File: config.mk
export PLATFORM = sky130hd
export DESIGN_NAME = mandel_cfg
export DESIGN_NICKNAME = d
export VERILOG_FILES = /design/src/mandel_pkg.sv /design/src/mandel_cfg.sv
export SDC_FILE = /design/constraint.sdc
export NUM_CORES = 1
export LEC_CHECK = 0
export ABC_AREA = 1
export ABC_CLOCK_PERIOD_IN_PS = 1200
export BUFFER_PORTS_ARGS = -buffer_cell sky130_fd_sc_hd__buf_2
export CAP_MARGIN = 40
export CORE_ASPECT_RATIO = 1.25
export CORE_MARGIN = 2
export CORE_UTILIZATION = 47
export DETAILED_ROUTE_END_ITERATION = 16
export PLACE_DENSITY = 0.86
export SLEW_MARGIN = 20
export SYNTH_ARGS = -nofsm -noshare
export SYNTH_HDL_FRONTEND = slang
export SYNTH_SLANG_ARGS = --single-unit
File: constraint.sdc
create_clock -name clk -period 1.2 [get_ports clk]
set_clock_uncertainty 0.2 [all_clocks]
set_input_delay 0.18 -clock clk [delete_from_list [all_inputs] [get_ports clk]]
set_output_delay 0.18 -clock clk [all_outputs]
set_load 0.03 [all_outputs]
File: src/mandel_pkg.sv
// Shared constants, types and state codes for the escape-time pixel block.
// No dependencies; every other file imports this package.
package mandel_pkg;

    // Fixed-point format of c and z: FRAC_BITS fraction bits (Q4.28)
    localparam int FRAC_BITS      = 28;
    localparam int IMAGE_SIZE_DEF = 512;

    // Field widths
    localparam int IDX_W    = 9;
    localparam int CENTER_W = 32;
    localparam int ZOOM_W   = 5;
    localparam int GREY_W   = 8;

    // z and c components, bounded below 8 in magnitude
    localparam int ZW = FRAC_BITS + 4;
    // multiplier operand: |z| < 2 fits this signed width
    localparam int MW = FRAC_BITS + 2;
    // exact product width
    localparam int PW = 2 * MW;

    localparam int MAX_ITER = 255;

    // c saturation bound, just under 4
    localparam longint C_CAP  = (longint'(1) << (FRAC_BITS + 2)) - 1;
    // 2.0 with FRAC_BITS fraction bits
    localparam longint C_TWO  = longint'(1) << (FRAC_BITS + 1);
    // 4.0 with 2*FRAC_BITS fraction bits
    localparam longint C_FOUR = longint'(1) << (2 * FRAC_BITS + 2);

    // Configuration port
    localparam int CFG_ADDR_W = 4;
    localparam int CFG_DATA_W = 32;
    localparam logic [1:0] REG_CENTER_RE = 2'd0;
    localparam logic [1:0] REG_CENTER_IM = 2'd1;
    localparam logic [1:0] REG_ZOOM      = 2'd2;
    localparam logic [ZOOM_W-1:0] ZOOM_RESET = 5'd8;

    typedef enum logic [2:0] {
        ST_IDLE,
        ST_COORD,
        ST_MUL,
        ST_ACC,
        ST_DONE
    } state_t;

    // Sequencer to datapath
    typedef struct packed {
        logic load_pix;
        logic load_c;
        logic mul_en;
        logic upd_en;
    } ctrl_t;

    // Datapath to sequencer
    typedef struct packed {
        logic              big;
        logic              escape;
        logic              last;
        logic [GREY_W-1:0] iter_n;
    } stat_t;

endpackage

File: src/mandel_cfg.sv
// APB-style configuration registers: image center and zoom shift.
// Depends on mandel_pkg.
module mandel_cfg (
    input  logic                                 clk,
    input  logic                                 rst_n,
    input  logic                                 psel,
    input  logic                                 penable,
    input  logic                                 pwrite,
    input  logic [mandel_pkg::CFG_ADDR_W-1:0]    paddr,
    input  logic [mandel_pkg::CFG_DATA_W-1:0]    pwdata,
    output logic [mandel_pkg::CFG_DATA_W-1:0]    prdata,
    output logic                                 pready,
    output logic signed [mandel_pkg::CENTER_W-1:0] center_re,
    output logic signed [mandel_pkg::CENTER_W-1:0] center_im,
    output logic [mandel_pkg::ZOOM_W-1:0]        zoom_shift
);
    import mandel_pkg::*;

    logic signed [CENTER_W-1:0] center_re_reg;
    logic signed [CENTER_W-1:0] center_im_reg;
    logic [ZOOM_W-1:0]          zoom_reg;
    logic                       wr_en;
    logic [1:0]                 reg_sel;

    assign pready  = 1'b1;
    assign wr_en   = psel && penable && pwrite;
    assign reg_sel = paddr[3:2];

    // Register writes; unknown indexes are dropped
    always_ff @(posedge clk or negedge rst_n)
    begin
        if (!rst_n)
        begin
            center_re_reg <= '0;
            center_im_reg <= '0;
            zoom_reg      <= ZOOM_RESET;
        end
        else if (wr_en)
        begin
            unique case (reg_sel)
                REG_CENTER_RE: center_re_reg <= $signed(pwdata[CENTER_W-1:0]);
                REG_CENTER_IM: center_im_reg <= $signed(pwdata[CENTER_W-1:0]);
                REG_ZOOM:      zoom_reg      <= pwdata[ZOOM_W-1:0];
                default:       ;
            endcase
        end
    end

    // Read mux
    always_comb
    begin
        unique case (reg_sel)
            REG_CENTER_RE: prdata = CFG_DATA_W'(unsigned'(center_re_reg));
            REG_CENTER_IM: prdata = CFG_DATA_W'(unsigned'(center_im_reg));
            REG_ZOOM:      prdata = CFG_DATA_W'(zoom_reg);
            default:       prdata = '0;
        endcase
    end

    assign center_re  = center_re_reg;
    assign center_im  = center_im_reg;
    assign zoom_shift = zoom_reg;

endmodule

==> impl_metrics.json, run 1 <==
{
  "htree_levels": 3,
  "drc": 0,
  "r2r_slack_ns": -0.01,
  "totalWireLength_um": 16960,
  "stdcell_area_sq_mm": 0.005989,
  "numCtsBuffers": 9,
  "hpwl_um": 6346,
  "p_sw_uw": 4230,
  "reg2reg_to": "center_im[9]",
  "fill_cells": 223,
  "cp.required_ns": 0.82,
  "finalSetupViolCount": 102,
  "period_share_pct": 132.2,
  "place_congestion": 0.8442,
  "num_antenna_cells": 0,
  "crit_path_end_kind": "output port",
  "clk_path_buf_depth": 2,
  "grt-ovfl-total": 0,
  "yosysTopAreaCellShare_pct": 55.06,
  "finalNetCount": 715,
  "p_int_uw": 6184,
  "synth_top_area_cell": "dfrtp_1",
  "combPwrFrac_pct": 48.5,
  "rr_startpoint": "center_im[9]",
  "grt_max_degree": 52,
  "grt_pass1_vias": 3998,
  "ys_types": 12,
  "detail_route.first_pass.iterations": 8,
  "crit_type": "flop to output port",
  "clk_latency_ns": 0.36,
  "min_period_ns": 1.587,
  "swShare_pct": 40.62,
  "cellPowerDensity_mw_per_mm2": 1739,
  "yosys-top-cells-count": "nand2_1 (308), dfrtp_1 (68), buf_2 (12), buf_4 (7), nand3_1 (6)",
  "netlist_top_cells_area": "dfrtp_1 (55%), nand2_1 (37%), buf_2 (1.9%)",
  "place_ws_ns": -0.2042,
  "violations": "setup timing",
  "vias": 4527,
  "async_flop_share_pct": 100.0,
  "drv_cap": 0,
  "slew_viol_final": 0,
  "ir_drop_uv": 1179,
  "status": "finished with violations",
  "syn-cell-area_sq_mm": 0.003090,
  "ant_nets": 0,
  "synth_most_common_cell": "nand2_1",
  "fin_util_pct": 92.40,
  "portBuffers": 139,
  "die_w_um": 76.53,
  "fp.dieH_um": 94.66,
  "drt_iter0_markers": 600,
  "clockRootBuffer": "clkbuf_8",
  "synth_edf_count": 0,
  "routedWlPerCell_um": 22.13,
  "ys_seq_elements": 69,
  "rows": 33,
  "fin_tns_setup_ns": -22.90,
  "rr_worst_depth": 5,
  "start_kind": "flop",
  "ys.flop_type": "dfrtp_1",
  "syn-num-nets": 456,
  "pin_count": 143,
  "hold_viol_final": 0,
  "rsz0062_at_grt": "yes",
  "synth.avg_cell_area_sq_um": 7.447,
  "min_path_type": "input pin to async pin",
  "yosys_warnings": 0,
  "holdWs_ns": 0.1737,
  "cts_tree": "built",
  "grt_pass1_wl_um": 19020,
  "viasPerCell": 5.910,
  "worstPathArrival_ns": 1.21,
  "dieArea_sq_mm": 0.007244,
  "antenna_found_initial": 0,
  "max_freq_mhz": 630.1,
  "cp_max_fo": 3,
  "p_seq_share_pct": 32.5,
  "area_growth_pct": 93.81,
  "synth_cells": 415,
  "clockPowerShare_pct": 18.9,
  "layout_setup_ws_ns": -0.3869,
  "drive_gt1_share_pct": 43.74,
  "start_util_pct": 47.67,
  "place_area_sq_mm": 0.004083,
  "grt_usage_pct": 34.14,
  "yosysSeqAreaShare_pct": 55.91,
  "p_leak_uw": 0.003336,
  "clk_pin_slew_ns": 0.08,
  "core_area_sq_mm": 0.006482,
  "clock-sinks": 69
}
-- power groups by stage --
stage / sequential, uW / clock [uW] / combinational [uW]
final: 3390 / 1970 / 5060
after global routing: 3390 / 2050 / 5230
after CTS: 3300 / 1880 / 3810
after detailed placement: 3250 / 0 / 2770
after global placement: 3220 / 0 / 2700
after floorplan: 4140 / 0 / 883
-- worst max path at each step --
stage / startpoint / slack (ns) / end
detailed placement: paddr[3] / -0.20 / center_re[18]
floorplan: zoom_shift[3] / -0.02 / prdata[3]
finish: zoom_shift[3] / -0.39 / prdata[3]
global route: center_re[21] / -0.42 / prdata[21]
CTS: zoom_shift[3] / -0.33 / prdata[3]
global placement: paddr[3] / -0.16 / prdata[3]
-- cells by family (layout without fill, tap and decap cells) --
family / after synthesis / count (layout) / share of synthesized area, %
AND/OR/NAND/NOR: 321 / 321 / 39.72
flip-flops: 69 / 69 / 55.91
buffers and inverters: 24 / 288 / 4.251
other: 1 / 1 / 0.1213
-- placed cells by master, fill, tap and decap left out, types with 4 or more instances in the layout --
cell	netlist	final
buf_6	0	148
nand3_2	0	5
dfrtp_1	68	68
nand2_2	2	37
clkbuf_8	0	10
nand2_1	308	273
nor2_2	4	4
buf_2	12	38
dlygate4sd3_1	0	33
buf_4	7	44
buf_12	0	4
-- what timing repair did --
item | CTS | global route
buffers inserted | 17 | 57
endpoints found under the setup margin | 101 | 101
pin swaps | 53 | 15
hold buffers | 33 | 0
gates resized for setup | 206 | 52
endpoints found under the hold margin | 138 | 0
-- area by class of cell --
cell class                 count  area (sq um)  area share (%)
clock inverter                 4         47.55          0.7938
timing repair buffer         267          2597           43.37
clock buffer                  12         145.1           2.423
sequential                    69          1728           28.85
tap                           87         108.9           1.817
multi-input combinational    322          1344           22.44
inverter                       5         18.77          0.3133
-- critical path, stage by stage (launching register included) --
cell	delay, ns
dfstp_2	0.56
nand2_2	0.08
nand3_2	0.08
buf_6	0.13
-- through the flow --
| step | power (uW) | std cells |
|---|---|---|
| 2_1_floorplan | 5021 | 415 |
| 3_3_place_gp | 5926 | 643 |
| 3_5_place_dp | 6013 | 643 |
| 4_1_cts | 8993 | 709 |
| 5_1_grt | 10680 | 766 |
| 6_report | 10410 | 766 |
-- layer usage --
layer | routed length, um | GRT usage, %
met1 | 5241 | 33.21
met2 | 8278 | 65.71
met3 | 1802 | 6.692
met4 | 1632 | 22.27
met5 | 0 | 0
(Power assumes the default switching activity.)
==> run 2, diff against run 1 <==
CORE_MARGIN = 3   (was 2)
TNS_END_PERCENT = 5   (was not set)
==> impl_metrics.json, run 2 (synthesis gave the netlist of run 1 again) <==
{
  "grt_max_degree": 37,
  "hold_viol_final": 0,
  "drv_cap": 0,
  "routedWlPerCell_um": 18.55,
  "seq_area_sq_mm": 0.001728,
  "clk_pin_slew_ns": 0.07,
  "reg2reg_to": "center_re[7]",
  "status": "finished with violations",
  "final_common_cell": "nand2_1",
  "clk_path_buf_depth": 2,
  "clk_latency_ns": 0.32,
  "dieArea_sq_mm": 0.007591,
  "grt_pass1_wl_um": 19600,
  "ant_nets": 0,
  "fill_cells": 321,
  "slew_viol_final": 0,
  "portBuffers": 139,
  "rr_startpoint": "center_re[7]",
  "finalNetCount": 654,
  "crit_end": "prdata[4]",
  "clockRootBuffer": "clkbuf_8",
  "layout_setup_ws_ns": -0.3109,
  "crit_path_end_kind": "output port",
  "cp_max_fo": 3,
  "multi_input_area_sq_mm": 0.001279,
  "viasPerCell": 5.430,
  "dp.cells": 643,
  "p_total_uw": 9280,
  "hpwl_um": 6379,
  "area_growth_pct": 72.75,
  "vias": 3817,
  "crit_type": "flop to output port",
  "drive_gt1_share_pct": 33.82,
  "rr_worst_depth": 3,
  "cellPowerDensity_mw_per_mm2": 1738,
  "period_share_pct": 125.9,
  "clock-sinks": 69,
  "num_antenna_cells": 0,
  "worstPathArrival_ns": 1.13,
  "pin_count": 143,
  "stdcell_area_sq_mm": 0.005339,
  "start_util_pct": 49.16,
  "place_congestion": 0.7628,
  "grt-ovfl-total": 0,
  "place_area_sq_mm": 0.004000,
  "antenna_found_initial": 0,
  "cp.required_ns": 0.82,
  "core_area_sq_mm": 0.006286,
  "startpoint": "center_re[4]",
  "r2r_slack_ns": 0.18,
  "drt_iter0_markers": 274,
  "grt_pass1_vias": 3998,
  "die_w_um": 78.53,
  "final_cell_mix": "nand2_1 (301), buf_6 (109), dfrtp_1 (68)",
  "fp.dieH_um": 96.66,
  "grt_usage_pct": 33.05,
  "rows": 32,
  "instances_no_fill": 703,
  "max_freq_mhz": 661.9,
  "ir_drop_uv": 1150,
  "htree_levels": 3,
  "min_path_type": "input pin to async pin",
  "p_leak_uw": 0.002999,
  "rsz0062_at_grt": "yes",
  "min_period_ns": 1.511,
  "violations": "setup timing",
  "finalSetupViolCount": 101,
  "fin_util_pct": 84.93,
  "detail_route.first_pass.iterations": 5,
  "totalWireLength_um": 13040,
  "numCtsBuffers": 9,
  "drc": 0,
  "start_kind": "flop",
  "cts_tree": "built"
}
-- run 2: cell count changes in the layout (fill, tap and decap cells not counted), sizes merged --
| cell | previous run | this run |
|---|---|---|
| buf | 234 | 173 |
| clkbuf | 12 | 13 |
| clkinv | 2 | 1 |
-- run 2: worst min-delay path by stage --
stage | from | endpoint | slack, ns
floorplan | rst_n | center_im[0] | -0.32
global placement | rst_n | center_re[5] | -0.16
detailed placement | rst_n | center_im[5] | -0.15
CTS | rst_n | center_im[5] | 0.02
global route | rst_n | center_re[5] | 0.05
finish | rst_n | center_im[5] | 0.03
-- run 2: what timing repair did --
action | in CTS | in global routing
cloned | 0 | 0
pin swaps | 46 | 17
endpoints found under the hold margin | 138 | 0
setup endpoints to repair | 101 | 108
setup buffers | 4 | 7
resized for setup | 210 | 15
hold buffers | 33 | 0
-- run 2: worst max-delay path: stages, from the launching register on --
cell     delay, ns
dfrtp_1       0.42
nand2_1       0.13
nand3_2       0.10
buf_6         0.15
-- run 2: where the power goes --
group	switching, uW	total, uW	internal [uW]
Sequential	562	3370	2800
Combinational	2260	3930	1670
Clock	853	1980	1130
Total	3670	9280	5610
-- run 2: final cells by class --
type                    instances  area share (%)
inverters                       5          0.3515
multi-input cells             322           23.95
clock buffers                  13           3.164
well taps                      85           1.992
repair buffers                206           37.38
clock inverters                 3          0.7968
flip-flops and latches         69           32.36
-- run 2: metal layers --
layer  global-route usage [%]  vias up  share of wire [%]
li1                         -     1636                  -
met2                    57.95      293                 52
met3                    7.356       75                7.9
met1                    35.30     1813                 34
met5                        0        -                  0
met4                    20.32        0                5.8
-- run 2: through the flow --
stage               hold WS (ns)  TNS, ns  setup slack (ns)
floorplan                -0.3156  -0.2625          -0.03568
global placement         -0.1579   -15.63           -0.1935
detailed placement       -0.1545   -20.33           -0.2627
CTS                      0.02154   -12.44           -0.3028
global route             0.04835   -17.38           -0.3900
finish                   0.03049   -14.38           -0.3109
