--- src/mandel_pkg.sv ---
// Shared constants, types and state codes for the escape-time pixel block.
// No dependencies; every other file imports this package.
package mandel_pkg;

    // Fixed-point format of c and z: FRAC_BITS fraction bits (Q4.28)
    localparam int FRAC_BITS      = 28;
    localparam int IMAGE_SIZE_DEF = 512;

    // Field widths
    localparam int IDX_W    = 9;
    localparam int CENTER_W = 32;
    localparam int ZOOM_W   = 5;
    localparam int GREY_W   = 8;

    // z and c components, bounded below 8 in magnitude
    localparam int ZW = FRAC_BITS + 4;
    // multiplier operand: |z| < 2 fits this signed width
    localparam int MW = FRAC_BITS + 2;
    // exact product width
    localparam int PW = 2 * MW;

    localparam int MAX_ITER = 255;

    // c saturation bound, just under 4
    localparam longint C_CAP  = (longint'(1) << (FRAC_BITS + 2)) - 1;
    // 2.0 with FRAC_BITS fraction bits
    localparam longint C_TWO  = longint'(1) << (FRAC_BITS + 1);
    // 4.0 with 2*FRAC_BITS fraction bits
    localparam longint C_FOUR = longint'(1) << (2 * FRAC_BITS + 2);

    // Configuration port
    localparam int CFG_ADDR_W = 4;
    localparam int CFG_DATA_W = 32;
    localparam logic [1:0] REG_CENTER_RE = 2'd0;
    localparam logic [1:0] REG_CENTER_IM = 2'd1;
    localparam logic [1:0] REG_ZOOM      = 2'd2;
    localparam logic [ZOOM_W-1:0] ZOOM_RESET = 5'd8;

    typedef enum logic [2:0] {
        ST_IDLE,
        ST_COORD,
        ST_MUL,
        ST_ACC,
        ST_DONE
    } state_t;

    // Sequencer to datapath
    typedef struct packed {
        logic load_pix;
        logic load_c;
        logic mul_en;
        logic upd_en;
    } ctrl_t;

    // Datapath to sequencer
    typedef struct packed {
        logic              big;
        logic              escape;
        logic              last;
        logic [GREY_W-1:0] iter_n;
    } stat_t;

endpackage

--- src/mandel_seq.sv ---
// Sequencer for one pixel at a time, plus the result register toward the sink.
// Depends on mandel_pkg.
module mandel_seq (
    input  logic                              clk,
    input  logic                              rst_n,
    input  logic                              in_valid,
    output logic                              in_ready,
    output logic                              out_valid,
    input  logic                              out_ready,
    output logic [mandel_pkg::GREY_W-1:0]     grey_level,
    output mandel_pkg::ctrl_t                 ctrl,
    input  mandel_pkg::stat_t                 stat
);
    import mandel_pkg::*;

    state_t            state_reg;
    state_t            state_next;
    logic              out_valid_reg;
    logic              out_valid_next;
    logic [GREY_W-1:0] grey_reg;
    logic              out_load;

    // State and result registers
    always_ff @(posedge clk or negedge rst_n)
    begin
        if (!rst_n)
        begin
            state_reg     <= ST_IDLE;
            out_valid_reg <= 1'b0;
        end
        else
        begin
            state_reg     <= state_next;
            out_valid_reg <= out_valid_next;
        end
    end

    always_ff @(posedge clk)
    begin
        if (out_load)
        begin
            grey_reg <= GREY_W'(MAX_ITER) - stat.iter_n;
        end
    end

    // Next state and controls
    always_comb
    begin
        state_next = state_reg;
        ctrl       = '0;
        in_ready   = 1'b0;
        out_load   = 1'b0;
        unique case (state_reg)
            ST_IDLE:
            begin
                in_ready = 1'b1;
                if (in_valid)
                begin
                    ctrl.load_pix = 1'b1;
                    state_next    = ST_COORD;
                end
            end
            ST_COORD:
            begin
                ctrl.load_c = 1'b1;
                state_next  = ST_MUL;
            end
            ST_MUL:
            begin
                if (stat.big)
                begin
                    state_next = ST_DONE;
                end
                else
                begin
                    ctrl.mul_en = 1'b1;
                    state_next  = ST_ACC;
                end
            end
            ST_ACC:
            begin
                if (stat.escape)
                begin
                    state_next = ST_DONE;
                end
                else
                begin
                    ctrl.upd_en = 1'b1;
                    state_next  = stat.last ? ST_DONE : ST_MUL;
                end
            end
            ST_DONE:
            begin
                if (!out_valid_reg || out_ready)
                begin
                    out_load   = 1'b1;
                    state_next = ST_IDLE;
                end
            end
            default:
            begin
                state_next = ST_IDLE;
            end
        endcase
    end

    // Result valid: set on load, cleared when taken
    always_comb
    begin
        out_valid_next = out_valid_reg;
        if (out_valid_reg && out_ready)
        begin
            out_valid_next = 1'b0;
        end
        if (out_load)
        begin
            out_valid_next = 1'b1;
        end
    end

    assign out_valid  = out_valid_reg;
    assign grey_level = grey_reg;

`ifndef SYNTHESIS
    a_acc_after_mul: assert property (@(posedge clk) disable iff (!rst_n)
        state_reg == ST_ACC |-> $past(state_reg) == ST_MUL)
        else $error("accumulate step without a preceding multiply step");

    a_accept_starts: assert property (@(posedge clk) disable iff (!rst_n)
        in_valid && in_ready |=> state_reg == ST_COORD)
        else $error("accepted request did not start coordinate setup");

    a_done_waits: assert property (@(posedge clk) disable iff (!rst_n)
        state_reg == ST_DONE && out_valid_reg && !out_ready |=> state_reg == ST_DONE)
        else $error("finished pixel left while result register was full");
`endif

endmodule

--- config.mk ---
export PLATFORM = sky130hd
export DESIGN_NAME = mandel_seq
export DESIGN_NICKNAME = d
export VERILOG_FILES = /design/src/mandel_pkg.sv /design/src/mandel_seq.sv
export SDC_FILE = /design/constraint.sdc
export NUM_CORES = 1
export LEC_CHECK = 0
export ABC_AREA = 1
export BUFFER_PORTS_ARGS = -buffer_cell sky130_fd_sc_hd__buf_2
export CAP_MARGIN = 20
export CELL_PAD_IN_SITES_DETAIL_PLACEMENT = 1
export CELL_PAD_IN_SITES_GLOBAL_PLACEMENT = 1
export CORE_MARGIN = 4
export CORE_UTILIZATION = 26
export CTS_CLUSTER_SIZE = 28
export DETAILED_ROUTE_END_ITERATION = 16
export PLACE_DENSITY_LB_ADDON = 0.1
export SKIP_LAST_GASP = 1
export SYNTH_ARGS = -nofsm -noshare
export SYNTH_HDL_FRONTEND = slang
export SYNTH_SLANG_ARGS = --single-unit
--- constraint.sdc ---
create_clock -name clk -period 1.3 [get_ports clk]
set_input_delay 0.26 -clock clk [delete_from_list [all_inputs] [get_ports clk]]
set_output_delay 0.26 -clock clk [all_outputs]
set_load 0.01 [all_outputs]
==> summary.txt, run 1 <==
Power
  – Portion of total power attributed to sequential cells: 0.349
  – Combinational cell fraction of total power: 0.467
  – NetSw: 0.000591 W
  – Part of the power in the clock network: 0.184
  – Worst VDD drop: 735 µV
  – Switching fraction of total power: 0.360
  – Static Leakage: 0.453 nW
  – Total power per unit cell area: 1990 nW/µm²
  – Internal portion of total power: 0.00105 W

Hold path
  – Hold path startpoint: out_ready
  – Endpoint, Worst Hold: out_valid
  – Depth of the worst hold-timing path: 2
  – Worst Hold Class: in2reg

Yosys
  – Synthesized netlist cell count: 51
  – Synth Warn #: 0
  – Synth cell types: 13
  – Syn Area/Cell: 9.91 µm²
  – Sequential cell area fraction in the yosys report: 0.673
  – Flip-flop and latch count after synthesis: 12
  – Number of nets produced by synthesis: 66
  – Area of the mapped netlist: 505 µm²

Setup path
  – Reg2Reg Capture Point: grey_level[4]
  – Data required time of the worst path: 1.04 ns
  – Element type at the critical path end: output pin
  – Origin of the critical flop-to-flop path: state_reg[0]
  – Worst reg-to-reg path cell count: 5
  – Type of the worst setup path: reg2out
  – WP data arrival: 1.16 ns
  – Maximum fanout count along the critical path: 5
  – CP startpoint kind: register
  – Register-to-register path setup slack: 0.07 ns

CTS
  – CTS H-Tree Depth: 1
  – Clock latency on the worst-skew pair: 0.28 ns
  – Clock Tree Buf Depth: 2
  – Number of buffers inserted during clock tree synthesis: 3
  – Clock tree sinks: 12
  – Clock slew at the register clock pins of the worst setup and hold paths: 0.08 ns
  – CTS tree: yes
  – Clock root buffer: sky130_fd_sc_hd__clkbuf_4

Placement
  – Count of input and output buffers: 28
  – Area after DPL: 694 µm²
  – Placement Setup Slack: 0.101 ns
  – Number of cells after detailed placement: 106
  – Hpwl dp: 1.06 mm
  – Final weighted congestion in routability-driven placement: 0.692

Timing
  – Worst Clk Skew: 0.00194 ns
  – Final setup vio count: 5
  – Total count of max-transition violations in the final report: 0
  – Final worst slack: -0.118 ns
  – Final hold violation count: 0
  – Clock period minus final worst setup slack: 1.42 ns
  – Final hold slack: 0.192 ns
  – Slew at the pin closest to its max-slew limit: 0.168 ns
  – RSZ-0062 raised after global routing: yes
  – Worst relative slew slack: 0.888
  – Tcrit/Tclk final: 1.09
  – Achievable clock frequency: 0.705 GHz

Floorplanning
  – Vertical extent of the die: 52.1 µm
  – Core Area: 1780 µm²
  – Area of the die: 2710 µm²
  – Number of cell rows: 15
  – Die boundary width: 52.1 µm
  – Number of I/O pins: 29
  – Initial cell density of the core: 0.284

Finish
  – Commonest non-fill, non-tap cells in the layout: sky130_fd_sc_hd__buf_2, sky130_fd_sc_hd__inv_1, sky130_fd_sc_hd__buf_4, sky130_fd_sc_hd__edfxtp_1
  – Final core utilization: 0.462
  – Diode insertion count for antenna repair: 0
  – Number of nets at the end of the flow: 111
  – Total of fill cells in the finished design: 220
  – Fraction of layout cells with a size suffix above 1: 0.537
  – Number of flip-flops under the largest register name: 8
  – Most common cell after layout, fill and taps aside: sky130_fd_sc_hd__buf_2
  – Final cell count without fillers: 120
  – Post-layout instance area: 823 µm²
  – Area Overhead vs Synth: 62.9%

Routing
  – Via count: 498
  – Number of DRC violations after detailed routing: 0
  – Per-cell routed wire length: 12.2 µm
  – Remaining antenna violation count: 0
  – 1st-pass router iterations: 3
  – Vias per cell: 4.15
  – Drt first-iter violations: 1
  – Routed wire length: 1.46 mm

Global routing
  – Vias in the first global route: 520
  – Total congestion overflow: 0
  – Wire length of the first global-routing pass: 2.17 mm
  – Layer with the highest usage after global routing: met2
  – Total GRT Usage: 0.112
  – GR Layer Usage met3: 0.0287
  – M2 GR Usage: 0.205
  – Pin count of the biggest net entering global routing: 9
  – M1 GR Usage: 0.118
  – Number of antenna violations at the first check in global routing: 0

Outcome
  – Result of the run: complete, but fails checks
  – Violated checks: negative setup slack

Job
  – Max-cap violations: 0
==> per-stage QoR <==
step	TNS [ns]	power [W]
2_1_floorplan	0	0.000878
3_3_place_gp	0	0.00110
3_5_place_dp	0	0.00112
4_1_cts	-0.328	0.00157
5_1_grt	-0.731	0.00175
6_report	-0.427	0.00164
==> cells by family after synthesis <==
family / share of synthesized area
buffers and inverters: 0.126
AND/OR/NAND/NOR: 0.156
AO/OA/AOI/OAI: 0.0445
flip-flops: 0.673
==> layout make-up <==
class                           instances  area [µm²]  share of cell area
Timing Repair Buffer                   40         233               0.283
Clock buffer                            4        36.3              0.0441
Multi-Input combinational cell         22         119               0.144
Sequential cell                        12         340               0.413
Tap cell                               25        31.3              0.0380
Inverter                               17        63.8              0.0775
==> worst max-delay path, cell delays in order (launching register included) <==
cell,delay [ns]
sky130_fd_sc_hd__dfrtp_1,0.40
sky130_fd_sc_hd__inv_2,0.11
sky130_fd_sc_hd__nand2_2,0.08
sky130_fd_sc_hd__nor3_2,0.13
sky130_fd_sc_hd__buf_2,0.16
==> worst max-delay path by stage <==
stage | from | cells after the start | endpoint
2_1_floorplan | state_reg[1] | 3 | grey_level[0]
3_3_place_gp | state_reg[0] | 4 | grey_level[3]
3_5_place_dp | state_reg[0] | 4 | grey_level[5]
4_1_cts | state_reg[1] | 5 | ctrl[2]
5_1_grt | state_reg[0] | 4 | ctrl[1]
6_report | state_reg[2] | 4 | ctrl[0]
==> power groups by stage <==
stage               combinational [W]  clock [W]  sequential, W
CTS                          0.000683   0.000311       0.000572
floorplan                    0.000268          0       0.000609
finish                       0.000766   0.000303       0.000572
global placement             0.000529          0       0.000574
global route                 0.000847   0.000323       0.000584
detailed placement           0.000537          0       0.000580
==> cells in the mapped netlist <==
master	count	area (µm²)
sky130_fd_sc_hd__inv_2	1	3.75
sky130_fd_sc_hd__a21oi_1	1	5.00
sky130_fd_sc_hd__edfxtp_1	8	240
sky130_fd_sc_hd__inv_1	16	60.1
sky130_fd_sc_hd__dfrtp_1	4	100
sky130_fd_sc_hd__nand4_1	2	12.5
sky130_fd_sc_hd__nand2_1	5	18.8
sky130_fd_sc_hd__nand3_1	4	20.0
sky130_fd_sc_hd__nor2_1	6	22.5
sky130_fd_sc_hd__nor3_1	1	5.00
sky130_fd_sc_hd__o21ai_0	1	5.00
sky130_fd_sc_hd__o21ai_1	1	5.00
sky130_fd_sc_hd__o21bai_1	1	7.51
==> layer usage <==
layer,wire [µm],vias up
met5,0,-
met2,757,18
met1,588,229
met3,87,5
met4,29,0
li1,-,246
==> repair_timing <==
item,CTS,global route
setup buffers,5,4
resized for setup,6,0
hold buffers,1,0
setup endpoints to repair,5,5
hold endpoints to repair,4,0
pin swaps,2,1
No activity file was read; power rests on OpenSTA's default activity.
==> inputs of run 2 (changes only) <==
BUFFER_PORTS_ARGS = default   (was -buffer_cell sky130_fd_sc_hd__buf_2)
CORE_UTILIZATION = 36   (was 26)
DONT_BUFFER_PORTS = 1   (was default)
==> run 2 against run 1 <==
Effect of this change:
- the run still ends with negative setup slack left
- clock power down 28%
- critical endpoint unchanged
- routed wire length down 12%
- final cell count down 37%
- highest routed layer unchanged
==> summary.txt, run 2 (synthesized netlist as in run 1, its figures left out) <==
Setup path
  – Origin of the critical flop-to-flop path: state_reg[1]
  – Reg2Reg Capture Point: grey_level[5]
  – Type of the worst setup path: reg2out
  – Critical path, cell by cell: inv_2 -> nand2_2 -> nor3_2 -> buf_4
  – CP startpoint kind: register
  – Worst reg-to-reg path cell count: 5 (unchanged)
  – Data required time of the worst path: 1.04 ns (about the same)
  – Critical Path Slowest Stage Cell: sky130_fd_sc_hd__dfrtp_1
  – Maximum fanout count along the critical path: 5 (unchanged)
  – Element type at the critical path end: output pin
  – Slowest Stage Delay on Critical Path: 0.40 ns (about the same)
  – WP data arrival: 1.10 ns (-0.06 ns)
  – Register-to-register path setup slack: 0.01 ns (-0.06 ns)

Floorplanning
  – Initial cell density of the core: 0.384 (+0.100)
  – Core Area: 1320 µm² (-26%)
  – Number of cell rows: 13 (-2)
  – Number of I/O pins: 29 (unchanged)
  – Die boundary width: 45.5 µm (-13%)
  – Area of the die: 2070 µm² (-24%)
  – Vertical extent of the die: 45.5 µm (-13%)

Hold path
  – Hold path startpoint: out_ready
  – Endpoint, Worst Hold: out_valid
  – Worst Hold Class: in2reg
  – Depth of the worst hold-timing path: 1 (-1)

Finish
  – Diode insertion count for antenna repair: 0 (unchanged)
  – Commonest non-fill, non-tap cells in the layout: sky130_fd_sc_hd__inv_1, sky130_fd_sc_hd__edfxtp_1, sky130_fd_sc_hd__buf_4, sky130_fd_sc_hd__inv_2, sky130_fd_sc_hd__nand3_1
  – Most common cell after layout, fill and taps aside: sky130_fd_sc_hd__inv_1
  – Number of flip-flops under the largest register name: 8 (unchanged)
  – Post-layout instance area: 629 µm² (-24%)
  – Area Overhead vs Synth: 24.5%
  – Number of nets at the end of the flow: 78 (-30%)
  – Fraction of layout cells with a size suffix above 1: 0.328 (-0.209)

Global routing
  – Total congestion overflow: 0 (unchanged)
  – Total GRT Usage: 0.135 (+0.0231)
  – Wire length of the first global-routing pass: 1.93 mm (-11%)
  – Number of antenna violations at the first check in global routing: 0 (unchanged)
  – Vias in the first global route: 462 (-11%)
  – Pin count of the biggest net entering global routing: 9 (unchanged)

Timing
  – Worst Clk Skew: 0.00355 ns (+0.00161 ns)
  – Achievable clock frequency: 0.736 GHz (+4.3%)
  – Final worst slack: -0.0593 ns (+0.0586 ns)
  – Final setup vio count: 2 (-3)
  – RSZ-0062 raised after global routing: yes
  – Total count of max-transition violations in the final report: 0 (unchanged)
  – Slew at the pin closest to its max-slew limit: 0.198 ns (+0.0306 ns)
  – Final hold violation count: 0 (unchanged)
  – Tcrit/Tclk final: 1.05 (-0.0451)
  – Clock period minus final worst setup slack: 1.36 ns (-0.0586 ns)
  – Final hold slack: 0.110 ns (-0.0825 ns)
  – Worst relative slew slack: 0.867 (-0.0204)

CTS
  – CTS tree: yes
  – Clock tree sinks: 12 (unchanged)
  – CTS H-Tree Depth: 1 (unchanged)
  – Number of buffers inserted during clock tree synthesis: 3 (unchanged)
  – Clock slew at the register clock pins of the worst setup and hold paths: 0.06 ns (-0.02 ns)
  – Clock root buffer: sky130_fd_sc_hd__clkbuf_4
  – Clock latency on the worst-skew pair: 0.27 ns (about the same)
  – Clock Tree Buf Depth: 2 (unchanged)

Placement
  – Count of input and output buffers: 0 (-100%)
  – Hpwl dp: 962 µm (-9.0%)
  – Area after DPL: 542 µm² (-22%)
  – Final weighted congestion in routability-driven placement: 0.643 (-7.1%)

Outcome
  – Violated checks: negative setup slack
  – Result of the run: complete, but fails checks

Power
  – Internal portion of total power: 0.000837 W (-20%)
  – Worst VDD drop: 762 µV (+3.8%)
  – Total power per unit cell area: 2200 nW/µm² (+10%)
  – Portion of total power attributed to sequential cells: 0.454 (+0.105)
  – Part of the power in the clock network: 0.158 (-0.026)
  – Switching fraction of total power: 0.394 (+0.0342)
  – NetSw: 0.000544 W (-7.8%)
  – Static Leakage: 0.308 nW (-32%)
  – Combinational cell fraction of total power: 0.388 (-0.079)

Routing
  – Per-cell routed wire length: 16.9 µm (+38%)
  – Remaining antenna violation count: 0 (unchanged)
  – Routed wire length: 1.28 mm (-12%)
  – Drt first-iter violations: 3 (+2)
  – 1st-pass router iterations: 2 (-1)
  – Via count: 397 (-20%)
  – Vias per cell: 5.22 (+26%)
  – Number of DRC violations after detailed routing: 0 (unchanged)

Job
  – Max-cap violations: 0 (unchanged)
run 2: cell types whose count changed in the layout (fill, tap and decap cells not counted), sizes merged:
cell | before | now
clkbuf | 4 | 3
buf | 39 | 6
run 2: worst max-delay path by stage:
stage	startpoint	to	slack (ns)	cells past startpoint
after CTS	state_reg[2]	ctrl[0]	-0.04	4
after floorplan	state_reg[1]	grey_level[0]	0.08	3
final	state_reg[2]	ctrl[0]	-0.06	4
after global placement	state_reg[1]	grey_level[3]	0.1	4
after detailed placement	state_reg[1]	grey_level[1]	0.05	4
after global routing	state_reg[2]	ctrl[0]	-0.13	4
run 2: layout make-up:
cell class,count,area [µm²]
Fill cell,155,688
Clock buffer,3,22.5
Timing Repair Buffer,7,58.8
Multi-Input combinational cell,22,124
Inverter,17,63.8
Tap cell,15,18.8
Sequential cell,12,342
run 2: power groups by stage:
| stage | sequential, W | combinational [W] | clock (W) |
|---|---|---|---|
| 4_1_cts | 0.000623 | 0.000451 | 0.000228 |
| 3_3_place_gp | 0.000619 | 0.000331 | 0 |
| 6_report | 0.000627 | 0.000536 | 0.000219 |
| 2_1_floorplan | 0.000609 | 0.000268 | 0 |
| 5_1_grt | 0.000641 | 0.000579 | 0.000252 |
| 3_5_place_dp | 0.000630 | 0.000359 | 0 |
run 2: per-stage QoR:
| stage | util | power, W | cells | TNS (ns) | setup WS, ns |
|---|---|---|---|---|---|
| CTS | 0.462 | 0.00130 | 75 | -0.0677 | -0.0424 |
| global placement | 0.411 | 0.000950 | 68 | 0 | 0.0989 |
| finish | 0.478 | 0.00138 | 76 | -0.0937 | -0.0593 |
| global route | 0.478 | 0.00147 | 76 | -0.620 | -0.135 |
| floorplan | - | 0.000878 | 51 | 0 | 0.0824 |
| detailed placement | 0.411 | 0.000988 | 68 | 0 | 0.0498 |
run 2: metal layers:
| metal | global-route usage | routed length (µm) | up-vias |
|---|---|---|---|
| met5 | 0 | 0 | - |
| met4 | 0.0702 | 18 | 0 |
| met3 | 0.0514 | 81 | 4 |
| met2 | 0.267 | 724 | 20 |
| met1 | 0.109 | 458 | 190 |
| li1 | - | - | 183 |
run 2: repair_timing:
item / CTS / global route
resized for setup: 6 / 5
setup buffers: 3 / 1
gates cloned: 0 / 0
setup endpoints to repair: 4 / 13
pin swaps: 1 / 2
hold endpoints to repair: 4 / 0
hold buffers: 1 / 0
run 2: worst max-delay path, delay by kind of cell, from the launching register on:
family        cells  cell delay (ns)
buf+inv           2             0.25
simple gates      2             0.18
flops             1             0.40
